<file path="src/sv/csl_pkg.sv">
// shared types, constants and keyword table for the c subset lexer
`timescale 1ns / 1ps

package csl_pkg;

  // fixed widths of the result fields
  localparam int KIND_BITS  = 6;
  localparam int START_BITS = 16;
  localparam int LEN_BITS   = 6;

  // lexer sizing
  localparam int MAX_TOKEN_LEN = 63;
  localparam int POS_BITS      = 16;
  localparam int WORD_DEPTH    = 9;
  localparam int WIDX_BITS     = $clog2(WORD_DEPTH);
  localparam logic [POS_BITS-1:0] POS_MAX = {POS_BITS{1'b1}};

  // queue between front and back
  localparam int QDEPTH = 4;
  localparam int QPTR_BITS = $clog2(QDEPTH);

  // result kinds
  localparam logic [KIND_BITS-1:0] KIND_INTEGER  = 6'd0;
  localparam logic [KIND_BITS-1:0] KIND_IDENT    = 6'd1;
  localparam logic [KIND_BITS-1:0] KIND_KEYWORD0 = 6'd2;
  localparam logic [KIND_BITS-1:0] KIND_PLUS     = 6'd34;
  localparam logic [KIND_BITS-1:0] KIND_MINUS    = 6'd35;
  localparam logic [KIND_BITS-1:0] KIND_STAR     = 6'd36;
  localparam logic [KIND_BITS-1:0] KIND_SLASH    = 6'd37;
  localparam logic [KIND_BITS-1:0] KIND_COMMA    = 6'd38;
  localparam logic [KIND_BITS-1:0] KIND_SEMI     = 6'd39;
  localparam logic [KIND_BITS-1:0] KIND_ASSIGN   = 6'd40;
  localparam logic [KIND_BITS-1:0] KIND_LPAREN   = 6'd41;
  localparam logic [KIND_BITS-1:0] KIND_RPAREN   = 6'd42;
  localparam logic [KIND_BITS-1:0] KIND_LBRACE   = 6'd43;
  localparam logic [KIND_BITS-1:0] KIND_RBRACE   = 6'd44;
  localparam logic [KIND_BITS-1:0] KIND_ERROR    = 6'd45;
  localparam logic [KIND_BITS-1:0] KIND_END      = 6'd46;

  // keyword table, text right justified, first character in the highest used byte
  localparam int KW_COUNT   = 32;
  localparam int KW_MAX_LEN = 8;
  localparam logic [8*KW_MAX_LEN-1:0] KW_TEXT [KW_COUNT] = '{
    "void", "char", "short", "int", "long", "float", "double", "auto",
    "static", "const", "signed", "unsigned", "extern", "volatile",
    "register", "return", "goto", "if", "else", "switch", "case",
    "default", "break", "for", "while", "do", "continue", "typedef",
    "struct", "enum", "union", "sizeof"
  };
  localparam int KW_LEN [KW_COUNT] = '{
    4, 4, 5, 3, 4, 5, 6, 4, 6, 5, 6, 8, 6, 8, 8, 6, 4, 2, 4, 6, 4,
    7, 5, 3, 5, 2, 8, 7, 6, 4, 5, 6
  };

  // pending token class
  typedef enum logic [2:0] {
    CLS_NONE = 3'b001,
    CLS_INT  = 3'b010,
    CLS_WORD = 3'b100
  } cls_t;

  typedef logic [WORD_DEPTH-1:0][7:0] word_t;

  // one result
  typedef struct packed {
    logic [KIND_BITS-1:0]  kind;
    logic [START_BITS-1:0] start;
    logic [LEN_BITS-1:0]   len;
  } res_t;

  // all results of one character, oldest in slot 0
  typedef struct packed {
    logic [1:0]     n;
    res_t [2:0]     r;
  } bundle_t;

  // keyword lookup on a pending word, identifier when nothing matches
  function automatic logic [KIND_BITS-1:0] kw_kind(word_t w, logic [LEN_BITS-1:0] len);
    logic [KIND_BITS-1:0] k;
    logic hit;
    k = KIND_IDENT;
    for (int i = 0; i < KW_COUNT; i++) begin
      hit = (len == LEN_BITS'(KW_LEN[i]));
      for (int j = 0; j < KW_MAX_LEN; j++) begin
        if (j < KW_LEN[i]) begin
          hit = hit & (w[j] == KW_TEXT[i][8*(KW_LEN[i]-1-j) +: 8]);
        end
      end
      if (hit) begin
        k = KIND_KEYWORD0 + KIND_BITS'(i);
      end
    end
    return k;
  endfunction

endpackage

</file>
<file path="src/sv/csl_front.sv">
// front end: accepts characters, tracks the pending token, builds result bundles
`timescale 1ns / 1ps

module csl_front (
  input  logic                clk,
  input  logic                rst,
  input  logic                accept,
  input  logic [7:0]          ch,
  input  logic                end_of_text,
  output logic                push,
  output csl_pkg::bundle_t    bundle
);
  import csl_pkg::*;

  cls_t                 cls, cls_next;
  logic [LEN_BITS-1:0]  len, len_next;
  logic [POS_BITS-1:0]  start, start_next;
  logic [POS_BITS-1:0]  pos, pos_next;
  logic                 disc, disc_next;
  word_t                word, word_next;

  logic                 is_dig, is_lead, is_sp;
  logic                 op_hit;
  logic [KIND_BITS-1:0] op_k;

  // character classes
  assign is_dig  = ch inside {["0":"9"]};
  assign is_lead = (ch inside {["a":"z"], ["A":"Z"]}) || (ch == "_");
  assign is_sp   = (ch == " ") || (ch == 8'h09) || (ch == 8'h0d) || (ch == 8'h0a);

  // operator decode
  always_comb begin
    op_hit = 1'b1;
    case (ch)
      "+":     op_k = KIND_PLUS;
      "-":     op_k = KIND_MINUS;
      "*":     op_k = KIND_STAR;
      "/":     op_k = KIND_SLASH;
      ",":     op_k = KIND_COMMA;
      ";":     op_k = KIND_SEMI;
      "=":     op_k = KIND_ASSIGN;
      "(":     op_k = KIND_LPAREN;
      ")":     op_k = KIND_RPAREN;
      "{":     op_k = KIND_LBRACE;
      "}":     op_k = KIND_RBRACE;
      default: begin
        op_k   = KIND_ERROR;
        op_hit = 1'b0;
      end
    endcase
  end

  // result of flushing a pending token
  function automatic res_t tok_res(cls_t c, logic [POS_BITS-1:0] s,
                                   logic [LEN_BITS-1:0] l, word_t w);
    res_t r;
    r.kind  = (c == CLS_INT) ? KIND_INTEGER : kw_kind(w, l);
    r.start = s[START_BITS-1:0];
    r.len   = l;
    return r;
  endfunction

  // per character update and bundle assembly
  always_comb begin
    cls_next   = cls;
    len_next   = len;
    start_next = start;
    pos_next   = pos;
    disc_next  = disc;
    word_next  = word;
    bundle     = '0;
    if (accept) begin
      pos_next = (pos == POS_MAX) ? pos : pos + POS_BITS'(1);
      if (!disc) begin
        if ((cls == CLS_INT && is_dig) || (cls == CLS_WORD && (is_lead || is_dig))) begin
          // extend the pending token
          if (len < LEN_BITS'(WORD_DEPTH)) begin
            word_next[len[WIDX_BITS-1:0]] = ch;
          end
          if (len < LEN_BITS'(MAX_TOKEN_LEN)) begin
            len_next = len + LEN_BITS'(1);
          end
        end else begin
          // close the pending token
          if (cls != CLS_NONE) begin
            bundle.r[bundle.n] = tok_res(cls, start, len, word);
            bundle.n = bundle.n + 2'd1;
          end
          cls_next = CLS_NONE;
          len_next = '0;
          if (is_sp) begin
            // separator only
          end else if (is_dig || is_lead) begin
            cls_next     = is_dig ? CLS_INT : CLS_WORD;
            start_next   = pos;
            len_next     = LEN_BITS'(1);
            word_next[0] = ch;
          end else if (op_hit) begin
            bundle.r[bundle.n] = '{kind: op_k, start: pos[START_BITS-1:0],
                                   len: LEN_BITS'(1)};
            bundle.n = bundle.n + 2'd1;
          end else begin
            bundle.r[bundle.n] = '{kind: KIND_ERROR, start: pos[START_BITS-1:0],
                                   len: LEN_BITS'(1)};
            bundle.n  = bundle.n + 2'd1;
            disc_next = 1'b1;
          end
        end
      end
      // end of text: last flush, end result, back to reset state
      if (end_of_text) begin
        if (!disc_next && cls_next != CLS_NONE) begin
          bundle.r[bundle.n] = tok_res(cls_next, start_next, len_next, word_next);
          bundle.n = bundle.n + 2'd1;
        end
        bundle.r[bundle.n] = '{kind: KIND_END, start: pos_next[START_BITS-1:0],
                               len: '0};
        bundle.n   = bundle.n + 2'd1;
        cls_next   = CLS_NONE;
        len_next   = '0;
        start_next = '0;
        pos_next   = '0;
        disc_next  = 1'b0;
      end
    end
  end

  assign push = accept && (bundle.n != 2'd0);

  // lexer state
  always_ff @(posedge clk) begin
    if (rst) begin
      cls   <= CLS_NONE;
      len   <= '0;
      start <= '0;
      pos   <= '0;
      disc  <= 1'b0;
    end else begin
      cls   <= cls_next;
      len   <= len_next;
      start <= start_next;
      pos   <= pos_next;
      disc  <= disc_next;
    end
  end

  // first characters of a pending word
  always_ff @(posedge clk) begin
    word <= word_next;
  end

endmodule

</file>
<file path="src/sv/csl_queue.sv">
// short bundle queue between the front and back ends
`timescale 1ns / 1ps

module csl_queue (
  input  logic              clk,
  input  logic              rst,
  input  logic              push,
  input  csl_pkg::bundle_t  wdata,
  input  logic              pop,
  output csl_pkg::bundle_t  rdata,
  output logic              full,
  output logic              empty
);
  import csl_pkg::*;

  bundle_t               mem [QDEPTH];
  logic [QPTR_BITS-1:0]  wr_ptr, rd_ptr;
  logic [QPTR_BITS:0]    count;

  assign full  = (count == (QPTR_BITS+1)'(QDEPTH));
  assign empty = (count == '0);
  assign rdata = mem[rd_ptr];

  // storage
  always_ff @(posedge clk) begin
    if (push) begin
      mem[wr_ptr] <= wdata;
    end
  end

  // pointers and fill level
  always_ff @(posedge clk) begin
    if (rst) begin
      wr_ptr <= '0;
      rd_ptr <= '0;
      count  <= '0;
    end else begin
      if (push) begin
        wr_ptr <= wr_ptr + QPTR_BITS'(1);
      end
      if (pop) begin
        rd_ptr <= rd_ptr + QPTR_BITS'(1);
      end
      case ({push, pop})
        2'b10:   count <= count + (QPTR_BITS+1)'(1);
        2'b01:   count <= count - (QPTR_BITS+1)'(1);
        default: count <= count;
      endcase
    end
  end

endmodule

</file>
<file path="src/sv/csl_back.sv">
// back end: unpacks bundles into single result beats on the output register
`timescale 1ns / 1ps

module csl_back (
  input  logic                           clk,
  input  logic                           rst,
  input  csl_pkg::bundle_t               head,
  input  logic                           empty,
  output logic                           pop,
  output logic                           out_valid,
  input  logic                           out_stall,
  output logic [csl_pkg::KIND_BITS-1:0]  kind,
  output logic [csl_pkg::START_BITS-1:0] start_res,
  output logic [csl_pkg::LEN_BITS-1:0]   length,
  output logic                           last_of_item
);
  import csl_pkg::*;

  logic [1:0] idx;
  logic       load;
  logic       is_last;

  // take the next result when the output register frees up
  assign load    = !empty && (!out_valid || !out_stall);
  assign is_last = (idx == head.n - 2'd1);
  assign pop     = load && is_last;

  // slot index within the head bundle
  always_ff @(posedge clk) begin
    if (rst) begin
      idx <= '0;
    end else if (load) begin
      idx <= is_last ? 2'd0 : idx + 2'd1;
    end
  end

  // output valid
  always_ff @(posedge clk) begin
    if (rst) begin
      out_valid <= 1'b0;
    end else if (load) begin
      out_valid <= 1'b1;
    end else if (!out_stall) begin
      out_valid <= 1'b0;
    end
  end

  // output payload
  always_ff @(posedge clk) begin
    if (load) begin
      kind         <= head.r[idx].kind;
      start_res    <= head.r[idx].start;
      length       <= head.r[idx].len;
      last_of_item <= is_last;
    end
  end

endmodule

</file>
<file path="src/sv/c_subset_lexer.sv">
// top level of the c subset lexer
`timescale 1ns / 1ps

// Lexes a subset of C one ASCII character per beat and returns token beats of
// kind, start position and length; the flagged last character of a text
// closes it with an end beat. The input takes one character every cycle while
// the queue has room. A character yields zero to three result beats, and the
// output hands out one result beat per cycle while out_stall is low, so a
// burst of characters that each close tokens runs at the output rate of one
// result per cycle, with a four-entry bundle queue between the character front
// end and the output taking up the difference. Each character's results pass
// through the queue into the output register. No clearing pass is needed after reset.

module c_subset_lexer (
  input  logic                           clk,
  input  logic                           rst,
  input  logic                           in_valid,
  output logic                           in_stall,
  input  logic [7:0]                     ch,
  input  logic                           end_of_text,
  output logic                           out_valid,
  input  logic                           out_stall,
  output logic [csl_pkg::KIND_BITS-1:0]  kind,
  output logic [csl_pkg::START_BITS-1:0] start_res,
  output logic [csl_pkg::LEN_BITS-1:0]   length,
  output logic                           last_of_item
);
  import csl_pkg::*;

  logic    accept;
  logic    push, pop, full, empty;
  bundle_t wbundle, rbundle;

  // input beat taken while the queue has room
  assign in_stall = full;
  assign accept   = in_valid && !in_stall;

  csl_front u_front (
    .clk         (clk),
    .rst         (rst),
    .accept      (accept),
    .ch          (ch),
    .end_of_text (end_of_text),
    .push        (push),
    .bundle      (wbundle)
  );

  csl_queue u_queue (
    .clk   (clk),
    .rst   (rst),
    .push  (push),
    .wdata (wbundle),
    .pop   (pop),
    .rdata (rbundle),
    .full  (full),
    .empty (empty)
  );

  csl_back u_back (
    .clk          (clk),
    .rst          (rst),
    .head         (rbundle),
    .empty        (empty),
    .pop          (pop),
    .out_valid    (out_valid),
    .out_stall    (out_stall),
    .kind         (kind),
    .start_res    (start_res),
    .length       (length),
    .last_of_item (last_of_item)
  );

endmodule

</file>
<file path="config.mk">
export PLATFORM = sky130hd
export DESIGN_NAME = c_subset_lexer
export DESIGN_NICKNAME = d
export VERILOG_FILES = /design/src/sv/csl_pkg.sv /design/src/sv/csl_front.sv /design/src/sv/csl_queue.sv /design/src/sv/csl_back.sv /design/src/sv/c_subset_lexer.sv
export SDC_FILE = /design/constraint.sdc
export NUM_CORES = 1
export LEC_CHECK = 0
export ABC_CLOCK_PERIOD_IN_PS = 9100
export BUFFER_PORTS_ARGS = -buffer_cell sky130_fd_sc_hd__buf_4
export CORE_AREA = 2 2 248 250
export DETAILED_ROUTE_END_ITERATION = 12
export DIE_AREA = 0 0 250 252
export SYNTH_ARGS = -nofsm -noshare
export SYNTH_HDL_FRONTEND = slang
export SYNTH_HIERARCHICAL = 1
export SYNTH_SLANG_ARGS = --single-unit
</file>
<file path="constraint.sdc">
create_clock -name clk -period 9.1 [get_ports clk]
set_input_delay 1.365 -clock clk [delete_from_list [all_inputs] [get_ports clk]]
set_output_delay 1.365 -clock clk [all_outputs]
set_load 0.1 [all_outputs]
</file>
# Word-level counts from Yosys, hierarchy flattened
# Memories as Yosys holds them, arrays and structs flattened. A register that Yosys moved wholly into a read port is not among the register bits.
# Cells that the tools add are included.
[word_totals] wordCells=1873 mem_bits_rw=344 output_inout_bits=31 memories=1 regBits=153 in_bits=13
[memory_table] memory="u_queue.mem" depth=4 word_bits=86 read_ports=1 rd_ports_with_merged_regs=1 write_ports=1 line="csl_queue.sv:16" rtl="bundle_t mem [QDEPTH];"
[classes] n_eq_ne=218 magnitude_cmp=17 n_bitwise=316 addsub=11 reduce_logical=32 muxes=1255
[ops] cell="$eq A8 B7 Y1 const B" n=177
[ops] cell="$mux W1" n=1120
[ops] cell="$mux W86" n=10
[ops] cell="$bwmux W84" n=4
[ops] cell="$and A1 B1 Y1" n=316
[ops] cell="$mux W28" n=8
[ops] cell="$mux W72" n=3
[ops] cell="$demux W28 S2" n=3
[ops] cell="$mux W5" n=32
[ops] cell="$mux W16" n=8
[ops] cell="$mux W6" n=15
[ops] cell="$mux W84" n=1
[ops] cell="$eq A8 B6 Y1 const B" n=10
[ops] cell="$bwmux W72" n=1
[ops] cell="$mux W4" n=16
[ops] cell="$mux W64" n=1
[ops] cell="$bmux W28 S2" n=1
[ops] cell="$eq A6 B3 Y1 const B" n=8
[ops] cell="$mux W3" n=15
[ops] cell="$pmux W4 S11" n=1
[ops] cell="$demux W8 S4" n=1
[ops] cell="$mux W8" n=4
[ops] cell="$eq A6 B2 Y1 const B" n=4
[ops] cell="$eq A8 B4 Y1 const B" n=3
[ops] cell="35 further kinds" n=87

# Depth between registers and ports, before layout
[logic_depth] depth_word=97 ltp_mapped=25 mapped_depth_nobuf=22

# Cells and area by module
# The synthesis kept the hierarchy.
[modules_own_cells] module="csl_queue" area_each_um2=12877.4 instances=1 cells_each=497
[modules_own_cells] module="csl_front" area_each_um2=12391.9 instances=1 cells_each=1789
[modules_own_cells] module="csl_back" area_each_um2=1640.3 instances=1 cells_each=144
[modules_own_cells] module="c_subset_lexer" area_each_um2=13.8 instances=1 cells_each=1

# Worst setup path before layout
# No wires, ideal clock.
[synth_path] kind="input-to-reg" start="input port ch[1]" end="memory u_queue/mem[0][0] (netlist bit), enable pin" setup_slack_ps=2134 setup_time_ps=454 path_stages=19 arrival_time_ps=6512 path_buffers=6 path_cell_list="buf_6 or2_1 buf_2 o311a_4 a21o_1 buf_6 buf_4 buf_6 buf_6 nor3_1 inv_1 ha_1 nand2_1 o21a_1 ha_1 a21oi_1 nor2_1 or2_2 and2_1"
[synth_lines] element="start: declaration" line="c_subset_lexer.sv:19" rtl="input logic [7:0] ch,"
[synth_lines] element="end: declaration" line="csl_queue.sv:16"

==> load_flow_metrics.sql <==
INSERT INTO impl_metrics (metric_group, metric, value, unit) VALUES
('status', 'status', 'complete, no violations', ''),
('drt', 'post_route_met1_wirelength', '40000', 'um'),
('drt', 'top_signal_layer_used', 'met5', ''),
('drt', 'antenna_violating_nets_post_route', '0', ''),
('layout', 'design_area', '29400', 'sq um'),
('global_route', 'grt_antenna_before_repair', '2', ''),
('sta', 'worst_slew_pin_slew', '1.24', 'ns'),
('drt', 'detail_route.wl_per_cell', '33.1', 'um'),
('layout', 'antenna_cells_inserted', '0', ''),
('clock_tree', 'numClockSinks', '491', ''),
('placement', 'place.port_buffers', '43', ''),
('pwr', 'peakVddDrop', '0.000228', 'V'),
('floorplanning', 'placementRows', '90', ''),
('yosys', 'synth_seq_area_share', '0.528', ''),
('worst_setup_path', 'timing.critical_path.from', 'ch[0]', ''),
('drt', 'met3_wirelength', '7200', 'um'),
('drt', 'drt-pass1-iter-count', '7', ''),
('yosys', 'syn_nets', '2462', ''),
('clock_tree', 'cts_tree', 'done', ''),
('floorplanning', 'floorplan.initialDensity', '0.448', ''),
('sta', 'hold_ws', '0.486', 'ns'),
('pwr', 'total_power', '6.98', 'mW'),
('clock_tree', 'post_cts.resized_instances', '0', ''),
('pwr', 'swShare', '0.344', ''),
('worst_setup_path', 'critical_path.max_fanout', '67', ''),
('yosys', 'avgSynthCellArea', '11.1', 'sq um'),
('yosys', 'post_synthesis_sequential_element_count', '491', ''),
('pwr', 'powerDensity', '237', 'nW/um^2'),
('floorplanning', 'die-area', '63000', 'sq um'),
('sta', 'grt_setup_unrepaired', 'false', ''),
('placement', 'gpl.final_weighted_congestion', '1.11', ''),
('layout', 'final_nets', '2426', ''),
('yosys', 'ys_warn_count', '6', ''),
('sta', 'timing.final.max_slew_violations', '0', ''),
('drt', 'drtIter0Drc', '2529', ''),
('drt', 'drt_drc_violations_left', '0', ''),
('clock_tree', 'htreeDepth', '2', ''),
('sta', 'finalSetupTns', '0', 'ns'),
('worst_setup_path', 'crit_path_cell_trace', 'buf_4 -> or2_1 -> or3_4 -> and3_4 -> nor2_1 -> ha_1 -> mux2i_1 -> nor3_1 -> inv_1 -> ha_1 -> nand2_1 -> o21a_1 -> ha_1 -> a21oi_1 -> nor2_1 -> or2_2 -> and2_4 -> buf_4', ''),
('pwr', 'cellLeakagePower', '9.32', 'nW'),
('floorplanning', 'die-width', '250', 'um'),
('layout', 'drive_above_1_share', '0.148', ''),
('sta', 'worst_clock_skew', '0.0414', 'ns'),
('worst_setup_path', 'timing.critical_path.slowest_stage_cell', 'sky130_fd_sc_hd__and2_4', ''),
('placement', 'place_inst', '3124', ''),
('pwr', 'netSwitchingPower', '2.40', 'mW'),
('yosys', 'postSynthCellCount', '2431', ''),
('drt', 'dr_total_vias', '21800', ''),
('clock_tree', 'cts_buffer_depth', '3', ''),
('yosys', 'asyncSetResetFlopFracSynth', '0', ''),
('yosys', 'synth_enable_flop_cells', '437', ''),
('sta', 'fmax', '157', 'MHz'),
('pwr', 'internal-power', '4.57', 'mW'),
('global_route', 'globalRoute.totalOverflow', '0', ''),
('global_route', 'grt_pass1_wl', '152000', 'um'),
('layout', 'layout.cells.non_filler', '3219', ''),
('worst_setup_path', 'critPathRequiredTime', '9.38', 'ns'),
('drt', 'via_per_inst', '6.77', ''),
('clock_tree', 'post-cts-setup-buffers', '0', ''),
('min_path', 'worst_hold_path_type', 'register to register', ''),
('layout', 'fin_util', '0.489', ''),
('yosys', 'netlist-cell-type-count', '104', ''),
('yosys', 'synth_ff_type', 'sky130_fd_sc_hd__edfxtp_1', ''),
('worst_setup_path', 'critPathKind', 'primary input to register', ''),
('sta', 'max-slew-margin-rel', '0.169', ''),
('global_route', 'grt_max_degree', '69', ''),
('sta', 'timing.final.ws_setup', '2.74', 'ns'),
('layout', 'area.growth.synth_to_final', '9.20', '%'),
('global_route', 'number_of_global_route_vias_before_repair', '21100', ''),
('sta', 'layout_min_cycle_time', '6.36', 'ns'),
('worst_setup_path', 'worst-endpoint-arrival', '6.64', 'ns');
-- power groups by stage --
stage / Clock (mW) / Sequential, mW / Combinational, mW
floorplan: 0 / 3.47 / 0.961
global placement: 0 / 3.01 / 1.90
detailed placement: 0 / 3.02 / 1.91
CTS: 2.13 / 2.97 / 1.92
global route: 2.23 / 3.00 / 2.01
finish: 2.09 / 2.97 / 1.91
-- Yosys cell counts, types with 9 or more instances --
library cell | number | share of area
sky130_fd_sc_hd__nor3b_1 | 10 | 0.0028
sky130_fd_sc_hd__a221oi_1 | 16 | 0.0052
sky130_fd_sc_hd__nand4b_1 | 13 | 0.0042
sky130_fd_sc_hd__nor4bb_1 | 9 | 0.0033
sky130_fd_sc_hd__o21ai_1 | 34 | 0.0063
sky130_fd_sc_hd__o221ai_1 | 14 | 0.0046
sky130_fd_sc_hd__nand2_1 | 296 | 0.041
sky130_fd_sc_hd__nand2b_1 | 23 | 0.0053
sky130_fd_sc_hd__a22oi_1 | 70 | 0.020
sky130_fd_sc_hd__clkbuf_1 | 117 | 0.016
sky130_fd_sc_hd__or2_2 | 11 | 0.0026
sky130_fd_sc_hd__ha_1 | 17 | 0.0079
sky130_fd_sc_hd__or3_1 | 17 | 0.0040
sky130_fd_sc_hd__nor4b_1 | 10 | 0.0033
sky130_fd_sc_hd__o21ai_0 | 64 | 0.012
sky130_fd_sc_hd__mux2_2 | 32 | 0.013
sky130_fd_sc_hd__xnor2_1 | 12 | 0.0039
sky130_fd_sc_hd__inv_1 | 29 | 0.0040
sky130_fd_sc_hd__a32oi_1 | 9 | 0.0029
sky130_fd_sc_hd__nand4_1 | 59 | 0.014
sky130_fd_sc_hd__mux2i_1 | 41 | 0.015
sky130_fd_sc_hd__nor2_1 | 231 | 0.032
sky130_fd_sc_hd__edfxtp_1 | 437 | 0.49
sky130_fd_sc_hd__nand3_1 | 74 | 0.014
sky130_fd_sc_hd__a21o_1 | 10 | 0.0028
sky130_fd_sc_hd__nor2b_1 | 30 | 0.0070
sky130_fd_sc_hd__nand3b_1 | 11 | 0.0031
sky130_fd_sc_hd__mux4_2 | 86 | 0.072
sky130_fd_sc_hd__buf_2 | 36 | 0.0067
sky130_fd_sc_hd__and2_1 | 24 | 0.0056
sky130_fd_sc_hd__buf_6 | 13 | 0.0054
sky130_fd_sc_hd__and3_1 | 18 | 0.0042
sky130_fd_sc_hd__nor4_1 | 69 | 0.016
sky130_fd_sc_hd__o22ai_1 | 27 | 0.0063
sky130_fd_sc_hd__nor3_1 | 100 | 0.019
sky130_fd_sc_hd__a31oi_1 | 26 | 0.0060
sky130_fd_sc_hd__dfxtp_1 | 54 | 0.040
sky130_fd_sc_hd__a21oi_1 | 120 | 0.022
-- cells in the final DEF (no fill, tap or decap), drive strengths merged, types with 18 or more instances in the layout --
master / synthesis / final
clkinv: 2 / 20
clkbuf: 118 / 66
mux2: 32 / 32
dfxtp: 54 / 54
nand2b: 23 / 23
inv: 30 / 33
o21ai: 98 / 98
a22oi: 70 / 70
nor2b: 32 / 32
buf: 65 / 96
nand4: 60 / 60
nor2: 234 / 234
edfxtp: 437 / 437
and2: 25 / 25
mux2i: 41 / 41
o22ai: 29 / 29
mux4: 86 / 86
a21oi: 124 / 124
nor3: 104 / 104
nand2: 296 / 296
nor4: 74 / 74
and3: 20 / 20
or3: 18 / 18
nand3: 74 / 74
a31oi: 26 / 26
-- sequential cells by signal, indices dropped and copies added, names as in the netlist, 3 cells and up, named ones only --
register	count
u_front/len	6
u_back/kind	6
u_front/start	16
u_front/pos	16
u_queue/count	3
u_back/start_res	16
u_back/length	6
u_queue/mem	344
u_front/cls	3
u_front/word	64
-- critical path: cells and delay by family --
kind,cells,cell delay (ns)
buf+inv,3,1.00
simple gates,9,3.02
mux,1,0.06
fa+ha+maj,3,0.90
compound gates,2,0.21
-- kinds of logic after synthesis --
group,count (synthesis),synth area share
AND/OR/NAND/NOR,1055,0.200
buffers and inverters,217,0.0407
multiplexers,159,0.101
flip-flops,491,0.528
AO/OA/AOI/OAI,471,0.117
adder cells (fa/ha/maj),18,0.00864
XOR/XNOR,20,0.00651
-- path summary, 6_finish.rpt --
path | depth (start not counted) | slack (ns) | endpoint
min reg2reg | 2 | 0.49 | u_back/out_valid$_SDFFE_PP0P_
min | 2 | 0.49 | u_back/out_valid$_SDFFE_PP0P_
max | 18 | 2.74 | u_queue/mem[2][21]$_DFFE_PP_
max reg2reg | 12 | 3.20 | u_queue/mem[2][53]$_DFFE_PP_
-- cell type report --
| class | instances | area (sq um) |
|---|---|---|
| multi-input combinational | 1723 | 11700 |
| timing repair buffer | 96 | 721 |
| sequential | 491 | 14200 |
| tap | 782 | 978 |
| inverter | 32 | 120 |
| fill | 5405 | 30700 |
| clock inverter | 29 | 319 |
| clock buffer | 66 | 1370 |
-- metal layers --
layer | global-route usage | vias to the layer above
li1 | - | 9307
met1 | 0.404 | 10900
met2 | 0.541 | 1231
met3 | 0.0529 | 374
met4 | 0.253 | 4
met5 | 0 | -
(Power assumes the default switching activity.)
